==> src/design/blot_pkg.sv <==
package blot_pkg;

    // Table size and internal arithmetic width
    localparam int MAX_BOXES_DEF = 32;
    localparam int WIDE_W        = 40;

    // Command codes carried by a request
    localparam logic [1:0] CMD_CLEAR = 2'd0;
    localparam logic [1:0] CMD_LOAD  = 2'd1;
    localparam logic [1:0] CMD_QUERY = 2'd2;

    typedef logic [2:0] status_t;

    // Result status codes
    localparam status_t ST_OVERLAP  = 3'd0;
    localparam status_t ST_SEPARATE = 3'd1;
    localparam status_t ST_EMPTY    = 3'd2;
    localparam status_t ST_DONE     = 3'd3;
    localparam status_t ST_REJECT   = 3'd4;

    // 1.0 in Q16.16: a loaded box must be larger than this in w and h
    localparam logic signed [31:0] ONE_Q16 = 32'sd65536;

    localparam logic signed [WIDE_W-1:0] S32_MAX = 40'sd2147483647;
    localparam logic signed [WIDE_W-1:0] S32_MIN = -40'sd2147483648;

    typedef logic signed [WIDE_W-1:0] wide_t;

    // One table entry as held in the box memory
    typedef struct packed {
        logic [14:0]        action;
        logic signed [31:0] x;
        logic signed [31:0] y;
        logic signed [31:0] w;
        logic signed [31:0] h;
    } box_entry_t;

    // Controller to datapath commands
    typedef struct packed {
        logic    capture;
        logic    clear_count;
        logic    load_box;
        logic    walk_start;
        logic    fin_simple;
        status_t fin_status;
        logic    fin_query;
        logic    out_load;
    } blot_cmd_t;

    // Datapath to controller status
    typedef struct packed {
        logic [1:0] command;
        logic       load_ok;
        logic       count_zero;
        logic       walk_busy;
    } blot_stat_t;

    function automatic wide_t sext(input logic [31:0] v);
        wide_t r;
        r = {{(WIDE_W-32){v[31]}}, v};
        return r;
    endfunction

    function automatic logic [31:0] sat32(input wide_t v);
        logic [31:0] r;
        if (v > S32_MAX)
            r = S32_MAX[31:0];
        else if (v < S32_MIN)
            r = S32_MIN[31:0];
        else
            r = v[31:0];
        return r;
    endfunction

endpackage

==> src/design/blot_dp.sv <==
module blot_dp #(
    parameter int MAX_BOXES = blot_pkg::MAX_BOXES_DEF
) (
    input  logic                                   clk,
    input  logic                                   rst_n,
    input  blot_pkg::blot_cmd_t                    cmd,
    output blot_pkg::blot_stat_t                   stat,
    // request fields
    input  logic [1:0]                             command,
    input  logic [14:0]                            action,
    input  logic signed [31:0]                     rect_x,
    input  logic signed [31:0]                     rect_y,
    input  logic signed [31:0]                     rect_w,
    input  logic signed [31:0]                     rect_h,
    input  logic signed [31:0]                     pos_x,
    input  logic signed [31:0]                     pos_y,
    input  logic                                   face_left,
    // box memory
    output logic                                   ram_we,
    output logic [((MAX_BOXES > 1) ? $clog2(MAX_BOXES) : 1)-1:0] ram_waddr,
    output blot_pkg::box_entry_t                   ram_wdata,
    output logic                                   ram_re,
    output logic [((MAX_BOXES > 1) ? $clog2(MAX_BOXES) : 1)-1:0] ram_raddr,
    input  blot_pkg::box_entry_t                   ram_rdata,
    // result fields
    output blot_pkg::status_t                      status,
    output logic [14:0]                            action_used,
    output logic signed [31:0]                     out_x,
    output logic signed [31:0]                     out_y,
    output logic signed [31:0]                     out_w,
    output logic signed [31:0]                     out_h,
    output logic [$clog2(MAX_BOXES+1)-1:0]         entry_count
);

    import blot_pkg::*;

    localparam int ADDR_W = (MAX_BOXES > 1) ? $clog2(MAX_BOXES) : 1;
    localparam int CNT_W  = $clog2(MAX_BOXES + 1);

    // Captured request
    logic [1:0]         cmd_reg;
    logic [14:0]        act_reg;
    logic signed [31:0] rx_reg, ry_reg, rw_reg, rh_reg;
    logic signed [31:0] px_reg, py_reg;
    logic               face_reg;
    wide_t              br_reg, bt_reg;

    // Table fill and walk control
    logic [CNT_W-1:0]   count_reg;
    logic [CNT_W-1:0]   idx_reg;
    logic               issuing_reg, v1_reg, v2_reg;

    // Moved box stage
    wide_t              s1_ax_reg, s1_ay_reg, s1_r_reg, s1_t_reg;
    logic signed [31:0] s1_w_reg, s1_h_reg;
    logic [14:0]        s1_act_reg;

    // Union and first hit
    logic               first_reg, hit_reg;
    wide_t              ul_reg, ub_reg, ur_reg, ut_reg;
    wide_t              hx_reg, hy_reg;
    logic signed [31:0] hw_reg, hh_reg;
    logic [14:0]        hact_reg;

    // Finished result and output register
    status_t            fin_status_reg;
    logic [14:0]        fin_act_reg;
    logic [31:0]        fin_x_reg, fin_y_reg, fin_w_reg, fin_h_reg;
    status_t            out_status_reg;
    logic [14:0]        out_act_reg;
    logic [31:0]        out_x_reg, out_y_reg, out_w_reg, out_h_reg;
    logic [CNT_W-1:0]   out_count_reg;

    wide_t              lx, ly, lw, lh, px, py;
    wide_t              bl, bb;
    logic               overlap;

    // Status to the controller
    assign stat.command    = cmd_reg;
    assign stat.load_ok    = (rw_reg > ONE_Q16) && (rh_reg > ONE_Q16)
                             && (count_reg < CNT_W'(MAX_BOXES));
    assign stat.count_zero = (count_reg == '0);
    assign stat.walk_busy  = issuing_reg || v1_reg || v2_reg;

    // Table write on load, table read during the walk
    assign ram_we           = cmd.load_box;
    assign ram_waddr        = count_reg[ADDR_W-1:0];
    assign ram_wdata.action = act_reg;
    assign ram_wdata.x      = rx_reg;
    assign ram_wdata.y      = ry_reg;
    assign ram_wdata.w      = rw_reg;
    assign ram_wdata.h      = rh_reg;
    assign ram_re           = issuing_reg;
    assign ram_raddr        = idx_reg[ADDR_W-1:0];

    assign lx = sext(ram_rdata.x);
    assign ly = sext(ram_rdata.y);
    assign lw = sext(ram_rdata.w);
    assign lh = sext(ram_rdata.h);
    assign px = sext(px_reg);
    assign py = sext(py_reg);
    assign bl = sext(rx_reg);
    assign bb = sext(ry_reg);

    // Strict overlap of the moved box with the body box
    assign overlap = (s1_r_reg > bl) && (s1_ax_reg < br_reg)
                     && (s1_t_reg > bb) && (s1_ay_reg < bt_reg);

    // Capture the request and the body box edges
    always_ff @(posedge clk)
    begin
        if (cmd.capture)
        begin
            cmd_reg  <= command;
            act_reg  <= action;
            rx_reg   <= rect_x;
            ry_reg   <= rect_y;
            rw_reg   <= rect_w;
            rh_reg   <= rect_h;
            px_reg   <= pos_x;
            py_reg   <= pos_y;
            face_reg <= face_left;
            br_reg   <= sext(rect_x) + sext(rect_w);
            bt_reg   <= sext(rect_y) + sext(rect_h);
        end
    end

    // Count boxes, issue table reads and track the read pipeline
    always_ff @(posedge clk or negedge rst_n)
    begin
        if (!rst_n)
        begin
            count_reg   <= '0;
            idx_reg     <= '0;
            issuing_reg <= 1'b0;
            v1_reg      <= 1'b0;
            v2_reg      <= 1'b0;
        end
        else
        begin
            if (cmd.clear_count)
                count_reg <= '0;
            else if (cmd.load_box)
                count_reg <= count_reg + 1'b1;

            if (cmd.walk_start)
            begin
                idx_reg     <= '0;
                issuing_reg <= 1'b1;
            end
            else if (issuing_reg)
            begin
                idx_reg <= idx_reg + 1'b1;
                if (idx_reg + 1'b1 == count_reg)
                    issuing_reg <= 1'b0;
            end

            v1_reg <= issuing_reg;
            v2_reg <= v1_reg;
        end
    end

    // Move the read box to the origin, mirrored when facing right
    always_ff @(posedge clk)
    begin
        if (v1_reg)
        begin
            if (face_reg)
            begin
                s1_ax_reg <= px + lx;
                s1_r_reg  <= px + lx + lw;
            end
            else
            begin
                s1_ax_reg <= px - lx - lw;
                s1_r_reg  <= px - lx;
            end
            s1_ay_reg  <= py + ly;
            s1_t_reg   <= py + ly + lh;
            s1_w_reg   <= ram_rdata.w;
            s1_h_reg   <= ram_rdata.h;
            s1_act_reg <= ram_rdata.action;
        end
    end

    // Walk flags
    always_ff @(posedge clk or negedge rst_n)
    begin
        if (!rst_n)
        begin
            first_reg <= 1'b1;
            hit_reg   <= 1'b0;
        end
        else if (cmd.walk_start)
        begin
            first_reg <= 1'b1;
            hit_reg   <= 1'b0;
        end
        else if (v2_reg)
        begin
            first_reg <= 1'b0;
            if (overlap)
                hit_reg <= 1'b1;
        end
    end

    // Grow the union and keep the first hit
    always_ff @(posedge clk)
    begin
        if (v2_reg)
        begin
            if (first_reg || s1_ax_reg < ul_reg)
                ul_reg <= s1_ax_reg;
            if (first_reg || s1_ay_reg < ub_reg)
                ub_reg <= s1_ay_reg;
            if (first_reg || s1_r_reg > ur_reg)
                ur_reg <= s1_r_reg;
            if (first_reg || s1_t_reg > ut_reg)
                ut_reg <= s1_t_reg;
            if (!hit_reg && overlap)
            begin
                hx_reg   <= s1_ax_reg;
                hy_reg   <= s1_ay_reg;
                hw_reg   <= s1_w_reg;
                hh_reg   <= s1_h_reg;
                hact_reg <= s1_act_reg;
            end
        end
    end

    // Form the finished result
    always_ff @(posedge clk)
    begin
        if (cmd.fin_simple)
        begin
            fin_status_reg <= cmd.fin_status;
            fin_act_reg    <= '0;
            fin_x_reg      <= '0;
            fin_y_reg      <= '0;
            fin_w_reg      <= '0;
            fin_h_reg      <= '0;
        end
        else if (cmd.fin_query)
        begin
            if (hit_reg)
            begin
                fin_status_reg <= ST_OVERLAP;
                fin_act_reg    <= hact_reg;
                fin_x_reg      <= sat32(hx_reg);
                fin_y_reg      <= sat32(hy_reg);
                fin_w_reg      <= hw_reg;
                fin_h_reg      <= hh_reg;
            end
            else
            begin
                fin_status_reg <= ST_SEPARATE;
                fin_act_reg    <= '0;
                fin_x_reg      <= sat32(ul_reg);
                fin_y_reg      <= sat32(ub_reg);
                fin_w_reg      <= sat32(ur_reg - ul_reg);
                fin_h_reg      <= sat32(ut_reg - ub_reg);
            end
        end
    end

    // Output register
    always_ff @(posedge clk)
    begin
        if (cmd.out_load)
        begin
            out_status_reg <= fin_status_reg;
            out_act_reg    <= fin_act_reg;
            out_x_reg      <= fin_x_reg;
            out_y_reg      <= fin_y_reg;
            out_w_reg      <= fin_w_reg;
            out_h_reg      <= fin_h_reg;
            out_count_reg  <= count_reg;
        end
    end

    assign status      = out_status_reg;
    assign action_used = out_act_reg;
    assign out_x       = out_x_reg;
    assign out_y       = out_y_reg;
    assign out_w       = out_w_reg;
    assign out_h       = out_h_reg;
    assign entry_count = out_count_reg;

endmodule

==> config.mk <==
export PLATFORM = sky130hd
export DESIGN_NAME = blot_dp
export DESIGN_NICKNAME = d
export VERILOG_FILES = /design/src/design/blot_pkg.sv /design/src/design/blot_dp.sv
export SDC_FILE = /design/constraint.sdc
export NUM_CORES = 2
export LEC_CHECK = 0
export BUFFER_PORTS_ARGS = -buffer_cell sky130_fd_sc_hd__buf_2
export CAP_MARGIN = 20
export CORE_MARGIN = 5
export CORE_UTILIZATION = 59
export CTS_CLUSTER_DIAMETER = 50
export DETAILED_ROUTE_END_ITERATION = 16
export GPL_TIMING_DRIVEN = 0
export PLACE_DENSITY = 0.8
export SLEW_MARGIN = 10
export SYNTH_ARGS = -nofsm -noshare
export SYNTH_HDL_FRONTEND = slang
export SYNTH_SLANG_ARGS = --single-unit
==> constraint.sdc <==
create_clock -name clk -period 11.61 [get_ports clk]
set_input_delay 0.5805 -clock clk [delete_from_list [all_inputs] [get_ports clk]]
set_output_delay 0.5805 -clock clk [all_outputs]
set_load 0.1 [all_outputs]
==> out/qor.yml <==
drive_gt1_share_pct: 16.2
dpl.hpwl_mm: 146
max_cap_violations: 0
worst_pin_slew_ns: 1.20
combPwrFrac_pct: 46.1
grt_usage_pct: 34.4
end_kind: "flop"
synth_seq_area_share_pct: 53.1
firstDrtPassIters: 7
die-area_um2: 106000
reg2reg_to: "s1_t_reg[38]"
synthFlopType: "edfxtp_1"
final_util_pct: 71.4
clockPowerShare_pct: 20.9
power_frac_seq_pct: 32.9
arrival_ns: 7.43
pin_count: 677
crit_path_start: "py_reg[0]"
wire_per_inst_um: 24.6
finClkSkew_ns: 0.0449
die_y_um: 325
path_clk_slew_ns: 0.06
synth-compound-area-share_pct: 15.9
clk_latency_ns: 0.77
rrSetupSlack_ns: 4.69
ys_types: 91
cts_inserted_buffers: 131
hold_viol: 0
worstHoldStart: "rect_y[20]"
initial_core_util_pct: 59.5
hold_buffers: 169
dr.first_iter.drc_count: 4340
cp.required_ns: 12.13
root_buffer: "clkbuf_16"
critPathKind: "reg -> reg"
pre_cts_slack_ns: 4.89
period_share_pct: 59.6
rsz0062_at_grt: "no"
drc_errors: 0
outcome: "finished clean"
clock-sinks: 1086
ys_seq_elements: 1086
routed_wl_mm: 187
grt_pass1_wl_mm: 277
grt_max_degree: 99
fin_crit_ns: 6.92
synth_mux_area_share_pct: 0.692
cts_tree: "yes"
syn_area_um2: 58600
syn_to_final_growth_pct: 20.1
p_per_area_nw_per_um2: 286
swShare_pct: 43.1
grt_pass1_vias: 46000
grt.overflow.total: 0
worstPathMaxFanout: 7
p_sw_mw: 8.66
rows: 115
r2r_cells: 23
cts-htree-levels: 4
holdPathStages: 1
setup_viol: 0
vias: 46000
clockBufferDepth: 3
grt_antenna_before_repair: 14
synth_edf_count: 926
yosys_warnings: 0
gp_congestion: 0.958
synthXorXnorAreaFrac_pct: 4.29
synth_fa_ha_area_share_pct: 13.1
vdd.ir_drop.worst_v: 0.000144
numPortBuffers: 673
synthArstFlopShare_pct: 1.57
slew_violations: 0
fmax_mhz: 145
postSynthCellCount: 5178
startpoint_type: "flop"
via_per_inst: 6.07
cts_setup_buffers: 0
power.internal_mw: 11.4
final_nets: 7148
synth_top_family_by_area: "compound AO/OA/AOI/OAI gates"
worstHoldEndpoint: "ry_reg[20]"
r2r_start: "py_reg[0]"
die_w_um: 325
synth_simple_gate_area_share_pct: 8.88
setup_slack_ns: 4.69
ant_nets: 0
p_leak_nw: 30.4
slew-limit-headroom_pct: 20.3
cts_resized: 0
hold_class: "in -> reg"
syn_area_per_cell_um2: 11.3
design.core.area_um2: 98400
synth_fp_nets: 6149
cell usage in the layout, fill, tap and decap left out, types with 28 or more instances in the layout:
| master | count |
|---|---|
| edfxtp_1 | 926 |
| nor3_1 | 63 |
| nand2b_1 | 59 |
| nor2b_1 | 71 |
| a21o_1 | 191 |
| mux2_2 | 28 |
| dfxtp_1 | 143 |
| dlygate4sd3_1 | 169 |
| nand3_1 | 53 |
| clkbuf_1 | 142 |
| o211ai_1 | 31 |
| o21bai_1 | 57 |
| nand4_1 | 82 |
| xnor2_1 | 193 |
| buf_2 | 687 |
| xor2_1 | 94 |
| ha_1 | 596 |
| nor4_1 | 32 |
| o21a_1 | 57 |
| or3_1 | 30 |
| nand2_1 | 286 |
| o221ai_1 | 38 |
| o21ai_1 | 34 |
| inv_1 | 455 |
| a21oi_1 | 447 |
| clkbuf_16 | 139 |
| o21ai_0 | 322 |
| o31ai_1 | 51 |
| nor2_1 | 327 |
routing by layer:
metal | vias up | wire (µm) | track usage (%)
li1 | 21100 | - | -
met1 | 22200 | 71200 | 42.6
met2 | 2202 | 88100 | 57.1
met3 | 507 | 15700 | 6.85
met4 | 6 | 11800 | 18.9
met5 | - | 42 | 0
final cells by class:
cell class,count,area (µm²)
buffer,156,663
antenna,13,32.5
tap,1287,1610
sequential,1086,31100
inverter,455,1710
clock buffer,175,3770
clock inverter,66,724
multi-input combinational,3481,25200
fill,6912,28100
timing repair buffer,866,5540
cell usage after synthesis, types with 28 or more instances:
| library cell | n | share of area, % |
|---|---|---|
| a21oi_1 | 447 | 3.8 |
| nor4_1 | 32 | 0.34 |
| clkbuf_1 | 122 | 0.78 |
| nor2_1 | 329 | 2.1 |
| xnor2_1 | 193 | 2.9 |
| o21a_1 | 57 | 0.73 |
| nand4_1 | 82 | 0.88 |
| o211ai_1 | 31 | 0.40 |
| or3_1 | 30 | 0.32 |
| nor3_1 | 63 | 0.54 |
| nand3_1 | 53 | 0.45 |
| inv_1 | 455 | 2.9 |
| o21ai_1 | 34 | 0.29 |
| a31oi_1 | 29 | 0.31 |
| o221ai_1 | 39 | 0.58 |
| nand2b_1 | 59 | 0.63 |
| a21o_1 | 191 | 2.4 |
| xor2_1 | 94 | 1.4 |
| o21ai_0 | 322 | 2.8 |
| mux2_2 | 28 | 0.54 |
| o31ai_1 | 52 | 0.67 |
| o21bai_1 | 57 | 0.73 |
| dfxtp_1 | 143 | 4.9 |
| nand2_1 | 286 | 1.8 |
| nor2b_1 | 71 | 0.76 |
| edfxtp_1 | 926 | 47 |
| ha_1 | 596 | 13 |
worst max-delay path by stage:
stage | to | slack (ns)
2_1_floorplan | hact_reg[0] | 2.30
3_3_place_gp | hh_reg[1] | -2.49
3_5_place_dp | s1_t_reg[38] | 4.89
4_1_cts | s1_t_reg[38] | 4.87
5_1_grt | s1_t_reg[38] | 4.45
6_report | s1_t_reg[38] | 4.69
cell families after synthesis:
| kind of cell | Yosys count |
|---|---|
| DFF | 1086 |
| muxes | 37 |
| AOI/OAI and AO/OA | 1460 |
| adders and majority gates | 606 |
| xor gates and xnor gates | 287 |
| and+or+nand+nor | 1091 |
| buffers and inverters | 611 |
per-stage QoR:
step / hold slack [ns] / instance area, µm² / power [mW] / std cells / setup TNS [ns]
2_1_floorplan: 0.285 / 58600 / 12.8 / 5178 / 0
5_1_grt: 0.00754 / 70300 / 21.2 / 7579 / 0
3_3_place_gp: 0.377 / 63500 / 15.4 / 7138 / -359.26
6_report: 0.0374 / 70300 / 20.1 / 7585 / 0
4_1_cts: 0.000345 / 70300 / 20.0 / 7572 / 0
3_5_place_dp: 0.376 / 64100 / 15.6 / 7162 / 0
power by group through the flow:
| stage | combinational (mW) | sequential [mW] | clock (mW) |
|---|---|---|---|
| after floorplan | 5.40 | 7.45 | 0 |
| after global placement | 8.55 | 6.90 | 0 |
| after detailed placement | 8.99 | 6.65 | 0 |
| after CTS | 9.15 | 6.59 | 4.24 |
| after global routing | 10.0 | 6.70 | 4.41 |
| final | 9.28 | 6.62 | 4.21 |
worst max-delay path, cell delays in order, from the launching register on:
cell and delay, ns:
edfxtp_1 0.36, ha_1 0.18, inv_1 0.05, fa_1 0.41, nor2b_1 0.12, o21ai_0 0.12, a21boi_0 0.32, o21ai_0 0.24
a2111oi_0 0.77, buf_1 0.23, o41ai_1 0.20, o21ai_0 0.94, nor2_1 0.16, xnor2_1 0.46, ha_1 0.19, clkbuf_1 0.25
nand3_1 0.11, nor2_1 0.18, and3_1 0.23, o211ai_1 0.19, a31o_2 0.31, o21ai_0 0.32, nand2_1 0.10, a31o_2 0.25
(Power assumes the default switching activity.)
